**src/hw/rtl/idiv_pkg.sv**
```systemverilog
// Shared types and constants for the 64-bit restoring divider.
// Depends on nothing; all other files of the block but idiv_fifo refer to it by scoped names.
package idiv_pkg;

  localparam int DATA_W = 64;

  typedef enum logic [1:0] {
    ERR_NONE     = 2'd0,
    ERR_DIV_ZERO = 2'd1,
    ERR_OVERFLOW = 2'd2
  } err_t;

  // Classification of one division, carried alongside the operands.
  typedef struct packed {
    err_t err;
    logic neg_q;
    logic neg_r;
  } ctl_t;

  localparam int CTL_W = $bits(ctl_t);

endpackage

```
**src/hw/rtl/idiv_front.sv**
```systemverilog
// Front end: accepts input transactions, detects the error cases and takes
// operand magnitudes. Depends on idiv_pkg.
module idiv_front #(
  parameter int WIDTH = 64
) (
  input  logic                        clk,
  input  logic                        rst_n,
  input  logic                        in_valid,
  output logic                        in_stall,
  input  logic                        in_func,
  input  logic [idiv_pkg::DATA_W-1:0] in_dividend,
  input  logic [idiv_pkg::DATA_W-1:0] in_divisor,
  output logic                        push_valid,
  input  logic                        push_full,
  output idiv_pkg::ctl_t              push_ctl,
  output logic [WIDTH-1:0]            push_num,
  output logic [WIDTH-1:0]            push_den
);

  logic               vld_r, vld_nxt;
  idiv_pkg::ctl_t     ctl_r, ctl_nxt;
  logic [WIDTH-1:0]   num_r, num_nxt;
  logic [WIDTH-1:0]   den_r, den_nxt;
  logic [WIDTH-1:0]   a, b;
  logic               a_neg, b_neg;
  logic               accept, push;

  assign a        = in_dividend[WIDTH-1:0];
  assign b        = in_divisor[WIDTH-1:0];
  assign a_neg    = in_func & a[WIDTH-1];
  assign b_neg    = in_func & b[WIDTH-1];
  assign in_stall = vld_r & push_full;
  assign accept   = in_valid & ~in_stall;
  assign push     = vld_r & ~push_full;

  always_comb begin
    ctl_nxt.neg_q = a_neg ^ b_neg;
    ctl_nxt.neg_r = a_neg;
    priority if (b == '0) begin
      ctl_nxt.err = idiv_pkg::ERR_DIV_ZERO;
    end else if (in_func && (a == {1'b1, {(WIDTH-1){1'b0}}}) && (b == '1)) begin
      ctl_nxt.err = idiv_pkg::ERR_OVERFLOW;
    end else begin
      ctl_nxt.err = idiv_pkg::ERR_NONE;
    end
    num_nxt = a_neg ? (~a + 1'b1) : a;
    den_nxt = b_neg ? (~b + 1'b1) : b;
  end

  always_comb begin
    if (accept) begin
      vld_nxt = 1'b1;
    end else if (push) begin
      vld_nxt = 1'b0;
    end else begin
      vld_nxt = vld_r;
    end
  end

  always_ff @(posedge clk) begin
    if (!rst_n) begin
      vld_r <= 1'b0;
    end else begin
      vld_r <= vld_nxt;
    end
  end

  always_ff @(posedge clk) begin
    if (accept) begin
      ctl_r <= ctl_nxt;
      num_r <= num_nxt;
      den_r <= den_nxt;
    end
  end

  assign push_valid = vld_r;
  assign push_ctl   = ctl_r;
  assign push_num   = num_r;
  assign push_den   = den_r;

endmodule

```
**config.mk**
```make
export PLATFORM = sky130hd
export DESIGN_NAME = idiv_front
export DESIGN_NICKNAME = d
export VERILOG_FILES = /design/src/hw/rtl/idiv_pkg.sv /design/src/hw/rtl/idiv_front.sv
export SDC_FILE = /design/constraint.sdc
export NUM_CORES = 1
export LEC_CHECK = 0
export ABC_AREA = 1
export BUFFER_PORTS_ARGS = -buffer_cell sky130_fd_sc_hd__buf_2
export CORE_MARGIN = 2
export CORE_UTILIZATION = 45
export CTS_CLUSTER_SIZE = 20
export DETAILED_ROUTE_END_ITERATION = 6
export PLACE_DENSITY = 0.8
export SYNTH_ARGS = -nofsm -noshare
export SYNTH_HDL_FRONTEND = slang
export SYNTH_SLANG_ARGS = --single-unit
```
**constraint.sdc**
```tcl
create_clock -name clk -period 22.1 [get_ports clk]
set_input_delay 4.42 -clock clk [delete_from_list [all_inputs] [get_ports clk]]
set_output_delay 4.42 -clock clk [all_outputs]
set_load 0.02 [all_outputs]
```
==> impl_metrics.tcl <==
set metrics [dict create \
    status "finished clean" \
    crit_path_end_kind "output port" \
    fp.dieW_um 144 \
    synth-simple-area-share 0.386 \
    syn-cell-area_um2 8880 \
    path_clk_slew_ns 0.06 \
    mostFrequentLayoutCell "nand2_1" \
    hold_viol 0 \
    power.internal_mw 0.494 \
    root_buffer "clkbuf_16" \
    path_cells "buf_2, nand2_1, inv_1, buf_2" \
    rr_worst_depth 5 \
    layout-drive-gt1-share 0.256 \
    power_frac_seq 0.433 \
    cts_hold_buf 0 \
    critPathLaunchType "input port" \
    finalCriticalPeriod_ns 9.25 \
    cp-endpoint "in_stall" \
    power.share.switching 0.311 \
    grt_pass1_vias 8362 \
    ys_seq_area_frac 0.449 \
    ys_types 41 \
    fin_area_um2 11000 \
    grt_usage 0.277 \
    io_buffers 266 \
    viasPerCell 5.23 \
    overflow 0 \
    cp_max_fo 2 \
    die_h_um 144 \
    power_frac_comb 0.203 \
    critPathSlowestCell "buf_2" \
    power.density_nw_per_um2 65.2 \
    finalWirelength_um 29100 \
    nets 1550 \
    slew_headroom 0.364 \
    clock_latency_ns 0.43 \
    synth_xor_area_frac 0.0661 \
    finalSetupViolations 0 \
    cp.arrival_ns 4.83 \
    synth_top_family_by_area "simple AND/OR/NAND/NOR gates" \
    p_leak_nw 4.84 \
    placed_cell_area_um2 10500 \
    tightest_slew_ns 0.955 \
    cts_resized 0 \
    r2r-start "push_valid" \
    clockBufferDepth 2 \
    crit_start "push_full" \
    placeableCoreArea_um2 19400 \
    synth_compound_area_frac 0.0379 \
    area_delta_synth_final_pct 24.0 \
    period_share 0.419 \
    path_class "input port to output port" \
    place_congestion 0.930 \
    avgSynthCellArea_um2 7.78 \
    cts.sinks 133 \
    dr.pass1.iters 6 \
    fin_setup_tns_ns 0 \
    post_drt_wl_per_cell_um 17.2 \
    mostFrequentLayoutCells "349 x nand2_1, 266 x buf_2, 204 x nor2_1" \
    synth_cells 1141 \
    htreeDepth 4 \
    cts_tree "yes" \
    yosys.area.top_type "edfxtp_1" \
    die_area_um2 20900 \
    synth_top_area_frac 0.447 \
    synthMuxAreaShare 0 \
    fill_cells 1835 \
    synth-seq-cells 133 \
    cts_setup_buffers 0 \
    postRouteAntennaNets 0 \
    io_pins 267 \
    rows 51 \
    cap_violations 0 \
    p_switching_mw 0.223 \
    antenna_found_initial 3 \
    synth_fa_ha_area_frac 0.00423 \
    synth_area_leaders "edfxtp_1 45%, nand2_1 15%, nor2_1 8.7%" \
    clockPowerShare 0.364 \
    cp_common_cell "buf_2" \
    fin_skew_ns 0.00584 \
    peakVddDrop_mv 0.0549 \
    synthesis.nets 1277 \
    drtIter0Drc 835 \
    drv_slew 0 \
    worstPathRequired_ns 17.68 \
    holdWs_ns 0.503 \
    grt_max_degree 69 \
    start_util 0.458 \
    grt_pass1_wl_um 43800 \
    rr_endpoint "push_den[50]" \
    via_count 8866 \
    numCtsBuffers 17 \
    rrSetupSlack_ns 19.69 \
    drc 0 \
    fin_total_pwr_mw 0.717 \
    cpPeakStageDelay_ns 0.17 \
    place_hpwl_um 23100 \
    hold_path.class "register to register" \
    yosys_warnings 0 \
    max_freq_ghz 0.108 \
    rsz0062_at_grt "no" \
]
[state kept, by name, indices dropped and copies added, names as in the netlist]
register and count:
push_ctl 4, push_valid 1, push_den 64, push_num 64
[cell usage after synthesis (all sizes together)]
library cell and n:
nand2 365, nor2 234, edfxtp 132, nand3 110, inv 107, nand4 39, xor2 39, o21ai 38
xnor2 28, buf 13, nand3b 7, nor3 7, a21oi 6, ha 3, a21boi 2, and2 2
and3 2, or2 2, clkbuf 1, clkinv 1, dfxtp 1, nor4 1, o211ai 1
[critical path: cells and delay by family]
| kind | cells | cell delay [ns] |
|---|---|---|
| buffers and inverters | 3 | 0.35 |
| AND/OR/NAND/NOR | 1 | 0.06 |
[cells by family (layout without fill, tap and decap cells)]
| family | Yosys count | in the layout |
|---|---|---|
| AND/OR/NAND/NOR | 769 | 769 |
| flip-flops | 133 | 133 |
| buffers and inverters | 122 | 408 |
| XOR/XNOR | 67 | 67 |
| AO/OA/AOI/OAI | 47 | 47 |
| adder cells (fa/ha/maj) | 3 | 3 |
| other | 0 | 2 |
[area by class of cell]
type,instances,area (um^2),share of cell area
antenna,2,5.00,0.000455
clock buffer,17,425,0.0387
clock inverter,15,108,0.00978
inverter,108,409,0.0372
multi-input combinational,886,4390,0.399
sequential,133,3980,0.362
tap,265,332,0.0301
timing repair buffer,268,1350,0.122
[worst min-delay path by stage]
| stage | start | end | slack (ns) | cells after the start |
|---|---|---|---|---|
| floorplan | push_valid | push_valid | 0.56 | 2 |
| global placement | push_valid | push_valid | 0.48 | 2 |
| detailed placement | push_valid | push_valid | 0.50 | 2 |
| CTS | push_valid | push_valid | 0.51 | 2 |
| global route | push_valid | push_valid | 0.56 | 2 |
| finish | push_valid | push_valid | 0.50 | 2 |
[metal layers]
layer  vias to the layer above  global-route usage  wire [um]
met2                       384               0.450      13600
met1                      4147               0.373      12400
met3                        47              0.0533       2360
met5                         -                   0         14
li1                       4286                   -          -
met4                         2              0.0915        604
[metrics by stage]
step | cells | util | setup WS (ns)
2_1_floorplan | 1141 | - | 11.38
3_3_place_gp | 1660 | 0.539 | 12.85
3_5_place_dp | 1660 | 0.539 | 12.84
4_1_cts | 1692 | 0.567 | 12.85
5_1_grt | 1693 | 0.567 | 12.79
6_report | 1694 | 0.567 | 12.85
[power by group through the flow]
| stage | clock, mW | combinational, mW | sequential [mW] |
|---|---|---|---|
| floorplan | 0 | 0.0605 | 0.344 |
| global placement | 0 | 0.142 | 0.316 |
| detailed placement | 0 | 0.144 | 0.316 |
| CTS | 0.263 | 0.145 | 0.311 |
| global route | 0.271 | 0.159 | 0.313 |
| finish | 0.261 | 0.146 | 0.311 |
Note: power is estimated with default switching activity, not from simulation.
