**src/hw/rtl/idiv_fifo.sv**
```systemverilog
// Four-entry queue between the front end and the divider pipeline.
// Depends on nothing outside this file.
module idiv_fifo #(
  parameter int DW = 8
) (
  input  logic          clk,
  input  logic          rst_n,
  input  logic          push_valid,
  output logic          push_full,
  input  logic [DW-1:0] push_data,
  output logic          pop_valid,
  input  logic          pop_stall,
  output logic [DW-1:0] pop_data
);

  localparam int DEPTH = 4;
  localparam int PTR_W = $clog2(DEPTH);
  localparam int CNT_W = $clog2(DEPTH + 1);

  logic [DW-1:0]    mem [DEPTH];
  logic [PTR_W-1:0] wr_ptr_r, rd_ptr_r;
  logic [CNT_W-1:0] count_r, count_nxt;
  logic             push, pop;

  assign push_full = (count_r == CNT_W'(DEPTH));
  assign pop_valid = (count_r != '0);
  assign push      = push_valid & ~push_full;
  assign pop       = pop_valid & ~pop_stall;
  assign pop_data  = mem[rd_ptr_r];

  always_comb begin
    count_nxt = count_r;
    if (push && !pop) begin
      count_nxt = count_r + 1'b1;
    end else if (pop && !push) begin
      count_nxt = count_r - 1'b1;
    end
  end

  always_ff @(posedge clk) begin
    if (!rst_n) begin
      wr_ptr_r <= '0;
      rd_ptr_r <= '0;
      count_r  <= '0;
    end else begin
      if (push) begin
        wr_ptr_r <= wr_ptr_r + 1'b1;
      end
      if (pop) begin
        rd_ptr_r <= rd_ptr_r + 1'b1;
      end
      count_r <= count_nxt;
    end
  end

  always_ff @(posedge clk) begin
    if (push) begin
      mem[wr_ptr_r] <= push_data;
    end
  end

  a_count_bound: assert property (@(posedge clk) disable iff (!rst_n)
    count_r <= CNT_W'(DEPTH))
    else $error("queue occupancy beyond its depth");

endmodule

```
**config.mk**
```make
export PLATFORM = sky130hd
export DESIGN_NAME = idiv_fifo
export DESIGN_NICKNAME = d
export VERILOG_FILES = /design/src/hw/rtl/idiv_fifo.sv
export SDC_FILE = /design/constraint.sdc
export NUM_CORES = 1
export LEC_CHECK = 0
export ABC_AREA = 1
export BUFFER_PORTS_ARGS = -buffer_cell sky130_fd_sc_hd__buf_2
export CAP_MARGIN = 10
export CORE_ASPECT_RATIO = 0.5
export CORE_MARGIN = 2
export CORE_UTILIZATION = 50
export DETAILED_ROUTE_END_ITERATION = 8
export GPL_TIMING_DRIVEN = 0
export HOLD_SLACK_MARGIN = 0.06
export PLACE_DENSITY = 0.73
export SLEW_MARGIN = 10
export SYNTH_ARGS = -nofsm -noshare
export SYNTH_HDL_FRONTEND = slang
export SYNTH_SLANG_ARGS = --single-unit
```
**constraint.sdc**
```tcl
create_clock -name clk -period 1.73 [get_ports clk]
set_input_delay 0.0865 -clock clk [delete_from_list [all_inputs] [get_ports clk]]
set_output_delay 0.0865 -clock clk [all_outputs]
set_load 0.05 [all_outputs]
```
==> impl_metrics.csv, run 1 <==
group,metric,value,unit
worst_hold_path,hold_class,"in -> reg",
detailed_routing,post_drt_wl_per_cell,12.18,um
power,total_power,0.003231,W
grt,antenna_found_initial,0,
logic_synthesis,yosysTopAreaCell,"edfxtp_1",
run_status,outcome,"finished, final reports clean",
timing,tightest_slew,729.6,ps
critical_path,crit_path_end_kind,"register",
logic_synthesis,synthesis.instances,144,
layout,diodes,0,
critical_path,r2r_end,"mem[2][2]",
power,switching_share,40.73,%
power,combPwrFrac,41.7,%
timing,setup_violations,0,
place,dp_cells,205,
power,ir_drop,1.098,mV
clock_tree,cts_buffer_depth,2,
power,switchingPower,0.001316,W
power,p_leak,0.8119,nW
logic_synthesis,ys_seq_elements,41,
logic_synthesis,synth_cell_types,19,
place,detailed_place_hpwl,1733,um
detailed_routing,vias,1090,
clock_tree,cts_root_buffer,"clkbuf_8",
logic_synthesis,synth_area_per_cell,11.70,um^2
timing,hold_violations,0,
floorplan,die_x,86.11,um
timing,fin_crit,1636,ps
detailed_routing,viasPerCell,4.888,
grt,grt_pass1_vias,1020,
logic_synthesis,ys_seq_area_share,67.71,%
clock_tree,numCtsBuffers,5,
critical_path,crit_path_start_kind,"register",
logic_synthesis,yosysWarnings,0,
critical_path,ff2ff_path_depth,5,
layout,nets,201,
logic_synthesis,netlist_top_cells_area,"edfxtp_1 (57%), dfxtp_1 (11%), nor2_1 (5.3%), o21ai_0 (4.2%), inv_1 (4.0%)",
critical_path,cp_max_fo,8,
timing,max_freq,611.2,MHz
clock_tree,clk_pin_slew,70,ps
logic_synthesis,synth_top_area_share,57.02,%
critical_path,critPathRequiredTime,1640,ps
grt,grt_remaining_overflow,0,
timing,drv_slew,0,
detailed_routing,antenna_left,0,
grt,grt_max_degree,13,
clock_tree,htree_levels,2,
grt,grt_pass1_wl,4409,um
worst_hold_path,worstHoldStart,"rst_n",
detailed_routing,drc_errors,0,
power,p_int,0.001915,W
layout,drive_above_1_share,30.05,%
run,cap_viol_max_count,0,
clock_tree,cts_tree,"done",
place,io_buffers,21,
worst_hold_path,worstHoldPathCells,3,
power,p_clk_share,17.2,%
floorplan,die_y,45.06,um
critical_path,worstPathCellList,"inv_4 -> nand3_4 -> nand2_2 -> buf_4 -> nor2_1",
detailed_routing,first_pass_iters,4,
floorplan,dieArea,3879,um^2
logic_synthesis,syn-num-nets,162,
critical_path,r2r-start,"count_r[1]",
detailed_routing,drt_wl_total,2717,um
detailed_routing,drtIter0Drc,69,
timing,skew,6.162,ps
worst_hold_path,min_to,"count_r[1]",
floorplan,pin_count,22,
place,gp_congestion,0.7051,
place,dp_slack,-69.78,ps
critical_path,crit_slowest_cell,"nor2_1",
clock_tree,clock_sinks,41,
logic_synthesis,synth_area,1685,um^2
grt,grt_util_all_layers,15.90,%
timing,worst_slack,93.93,ps
clock_tree,clkLatencyLatePin,280,ps
critical_path,worst-path-buf-inv,2,
timing,hold_slack,94.03,ps
critical_path,critPathKind,"reg -> reg",
critical_path,cp.arrival,1540,ps
floorplan,start_util,54.36,%
critical_path,cpPeakStageDelay,560,ps
critical_path,path_delay_family,"simple AND/OR/NAND/NOR gates",
floorplan,num_rows,14,
power,pwr_density_cell,1551,nW/um^2
layout,area_growth,23.61,%
critical_path,ff2ff_setup_slack,90,ps
layout,num-fill-cells,236,
layout,fin_cells,223,
timing,fin_crit_sh,94.57,%
power,p_seq_share,41.1,%
timing,max_slew_margin,51.18,%
floorplan,core_area,3100,um^2
==> cells in the final DEF, fill, tap and decap left out, types with 5 or more instances in the layout <==
| master | instances |
|---|---|
| a21oi_1 | 7 |
| buf_2 | 20 |
| clkbuf_8 | 5 |
| dfxtp_1 | 6 |
| dlygate4sd3_1 | 8 |
| edfxtp_1 | 32 |
| inv_1 | 13 |
| nand2_1 | 9 |
| nor2_1 | 21 |
| o21ai_0 | 13 |
| o22ai_1 | 8 |
==> worst max path at each step <==
stage	start	to	slack (ps)	cells after the start
after floorplan	count_r[0]	count_r[2]	8	12
after detailed placement	count_r[0]	count_r[1]	-70	9
after CTS	count_r[0]	mem[3][0]	-20	5
after global routing	count_r[1]	mem[2][6]	-0.2	5
after global placement	count_r[0]	count_r[1]	-40	9
final	count_r[1]	mem[2][2]	90	5
==> cell usage after synthesis, drive strengths merged <==
cell type  number
inv            19
a21oi           7
fa              1
nor2           25
o21ai          18
nand3b          1
ha              5
dfxtp           9
o22ai           8
nand2          11
buf             2
edfxtp         32
nand3           5
nand4           1
==> worst min-delay path: cells and delay by family <==
kind                   cells  cell delay, ps
buffers and inverters      1             140
AOI/OAI and AO/OA          2             100
==> flip-flops by register name, indices dropped and copies added, names as in the netlist, named ones only <==
| register | count |
|---|---|
| count_r | 3 |
| mem | 32 |
| rd_ptr_r | 2 |
| wr_ptr_r | 2 |
==> layout make-up <==
class                           count  area, um^2  share of cell area [%]
Tap cell                           40       50.05                   2.402
Clock inverter                      2       11.26                  0.5405
Sequential cell                    41        1147                   55.08
Buffer                              2       22.52                   1.081
Multi-Input combinational cell     82       496.7                   23.84
Clock buffer                        5       68.82                   3.303
Timing Repair Buffer               32       210.2                   10.09
Inverter                           19       76.32                   3.664
==> what timing repair did <==
action,4_1_cts,5_1_grt
gates resized for setup,2,17
hold buffers,8,0
buffers inserted,1,2
setup endpoints to repair,2,35
pin swaps,1,2
endpoints found under the hold margin,32,0
==> per-stage QoR <==
step / util (%) / cell area [um^2] / setup TNS, ps
finish: 67.19 / 2083 / 0
CTS: 65.58 / 2033 / -342.5
global route: 67.19 / 2083 / -0.1864
detailed placement: 59.93 / 1858 / -101.0
global placement: 59.93 / 1858 / -55.42
floorplan: - / 1703 / 0
==> power groups by stage <==
stage	logic (W)	registers (W)	clock network [W]
finish	0.00135	0.00133	0.000556
global route	0.00147	0.00135	0.000617
CTS	0.00126	0.00131	0.000575
detailed placement	0.00121	0.00133	0
global placement	0.00120	0.00133	0
floorplan	0.000968	0.00130	0
==> cell families after synthesis <==
group,Yosys count,synth area share [%]
buf+inv,21,5.567
flops,41,67.71
compound gates,33,11.06
fa+ha+maj,6,4.900
simple gates,43,10.77
==> per-layer routing <==
layer / routed length, um / track usage [%] / up-vias
met2: 1274 / 27.29 / 19
li1: - / - / 579
met1: 1300 / 20.05 / 490
met5: 0 / 0 / -
met4: 21 / 6.667 / 0
met3: 121 / 3.839 / 2
Power figures use the tool's default switching activity.
==> inputs of run 2 (changes only) <==
--- a/config.mk
+++ b/config.mk
@@ -15,6 +15,7 @@
 export GPL_TIMING_DRIVEN = 0
 export HOLD_SLACK_MARGIN = 0.06
 export PLACE_DENSITY = 0.73
+export SETUP_SLACK_MARGIN = 0.2
 export SLEW_MARGIN = 10
 export SYNTH_ARGS = -nofsm -noshare
 export SYNTH_HDL_FRONTEND = slang
==> run 2 against run 1 <==
Critical endpoint is now count_r[1]. Highest routed layer unchanged. Largest power group unchanged. Cell count up 3.1%. Critical path depth up 4. Setup slack better by 37 ps. Worst hold slack worse by 6.5 ps. Largest cell class unchanged. Combinational power up 22%.
==> impl_metrics.csv, run 2 (synthesis gave the netlist of run 1 again) <==
group,metric,value,unit
run_status,outcome,"finished, final reports clean",
clock_tree,numCtsBuffers,5,
floorplan,start_util,54.36,%
run,cap_viol_max_count,0,
detailed_routing,viasPerCell,5.052,
timing,hold_violations,0,
power,p_int,0.002114,W
detailed_routing,drt_wl_total,3207,um
power,switching_share,40.49,%
floorplan,die_y,45.06,um
critical_path,r2r-start,"count_r[0]",
layout,final_core_util,71.15,%
floorplan,pin_count,22,
power,p_seq_share,37.8,%
worst_hold_path,hold_class,"in -> reg",
critical_path,cp_common_cell,"inv_4",
timing,setup_violations,0,
layout,fin_cells,230,
clock_tree,clk_pin_slew,70,ps
clock_tree,cts_root_buffer,"clkbuf_8",
critical_path,critPathRequiredTime,1910,ps
place,dp_cells,205,
timing,rsz0062_at_grt,"true",
layout,layout_common_cells,"edfxtp_1 (32), nor2_1 (22), buf_2 (15), buf_4 (15), o21ai_0 (13)",
layout,reg_top3,"mem: 32 flops, count_r: 3 flops",
power,switchingPower,0.001438,W
power,pwr_density_cell,1610,nW/um^2
grt,grt_max_degree,12,
detailed_routing,vias,1162,
floorplan,die_x,86.11,um
timing,fin_crit,1599,ps
grt,antenna_found_initial,0,
power,combPwrFrac,46.3,%
clock_tree,htree_levels,2,
timing,max_freq,625.4,MHz
clock_tree,cts_buffer_depth,2,
critical_path,crit_slowest_cell,"fa_2",
power,p_clk_share,15.9,%
clock_tree,clock_sinks,41,
place,place_area,1879,um^2
timing,drv_slew,0,
timing,skew,8.741,ps
floorplan,dieArea,3879,um^2
detailed_routing,drc_errors,0,
detailed_routing,post_drt_wl_per_cell,13.94,um
layout,area_growth,30.88,%
layout,num-fill-cells,224,
grt,grt_pass1_wl,4705,um
critical_path,crit_path_start_kind,"register",
critical_path,crit_path_end_kind,"register",
place,gp_congestion,0.7104,
detailed_routing,antenna_left,0,
layout,largest_reg_flops,32,
place,detailed_place_hpwl,1775,um
power,ir_drop,0.9827,mV
timing,max_slew_margin,51.40,%
layout,fin_area,2206,um^2
grt,grt_pass1_vias,1031,
clock_tree,clkLatencyLatePin,290,ps
timing,fin_crit_sh,92.43,%
layout,final_common_cell,"edfxtp_1",
grt,grt_remaining_overflow,0,
floorplan,core_area,3100,um^2
detailed_routing,first_pass_iters,4,
grt,grt_util_all_layers,17.63,%
worst_hold_path,worstHoldStart,"rst_n",
layout,largest-register,"mem",
layout,nets,208,
power,p_leak,0.8696,nW
clock_tree,cts_tree,"done",
timing,tightest_slew,726.3,ps
timing,fin_setup_tns,0,ps
floorplan,num_rows,14,
detailed_routing,drtIter0Drc,157,
critical_path,critPathKind,"reg -> reg",
layout,seqCellArea,1152,um^2
critical_path,cp_max_fo,5,
critical_path,cpPeakStageDelay,440,ps
layout,multi_input_area,519.2,um^2
critical_path,crit_path_start,"count_r[0]",
layout,diodes,0,
critical_path,cp.arrival,1780,ps
critical_path,worstPathCellList,"inv_6 -> nand3_4 -> nand2_4 -> inv_4 -> ha_4 -> inv_4 -> fa_2 -> o21ai_2 -> a21oi_1",
place,io_buffers,21,
layout,drive_above_1_share,35.26,%
-- run 2: cell count changes in the layout (fill, tap and decap cells not counted), sizes merged --
cell | before | now
clkbuf | 6 | 7
buf | 25 | 32
clkinvlp | 1 | 0
-- run 2: final timing paths --
path,endpoint,slack [ps],depth (start not counted)
max reg2reg,count_r[1],130,9
max,count_r[1],130,9
min reg2reg,rd_ptr_r[0],480,2
min,count_r[1],90,3
-- run 2: power groups by stage --
| stage | clock [W] | sequential [W] | combinational (W) |
|---|---|---|---|
| 6_report | 0.000565 | 0.00134 | 0.00165 |
| 5_1_grt | 0.000621 | 0.00135 | 0.00177 |
| 4_1_cts | 0.000571 | 0.00133 | 0.00146 |
| 3_5_place_dp | 0 | 0.00133 | 0.00128 |
| 3_3_place_gp | 0 | 0.00133 | 0.00125 |
| 2_1_floorplan | 0 | 0.00131 | 0.00102 |
-- run 2: final cells by class --
class	instances	area share, %
multi-input combinational	82	23.54
tap	40	2.269
clock inverter	1	0.1702
inverter	19	4.027
timing repair buffer	39	13.27
sequential	41	52.24
buffer	2	1.191
clock buffer	6	3.290
-- run 2: through the flow --
stage               power [W]  setup WS [ps]  hold slack (ps)
floorplan            0.002324          84.08            185.4
global placement     0.002585          49.93            298.5
detailed placement   0.002612          11.05            301.5
CTS                  0.003358          147.9            72.85
global route         0.003749          16.57            87.05
finish               0.003552          131.0            87.55
-- run 2: routing by layer --
layer,vias up,global-route usage (%),wire [um],share of wire (%)
met1,534,21.20,1393,43
met4,0,11.43,56,1.7
met3,4,4.388,175,5.5
li1,594,-,-,-
met5,-,0,0,0
met2,30,29.46,1582,49
-- run 2: critical path: cells and delay by family (launching register included) --
family	cells	cell delay, ps
AOI/OAI and AO/OA	2	190
and+or+nand+nor	2	180
DFF	1	360
adders and majority gates	2	600
buffers and inverters	3	160
-- run 2: what timing repair did --
action | CTS | global route
setup buffers | 5 | 4
hold endpoints to repair | 32 | 0
resized for setup | 18 | 14
pin swaps | 4 | 8
endpoints found under the setup margin | 42 | 25
hold buffers | 8 | 0
gates cloned | 0 | 1
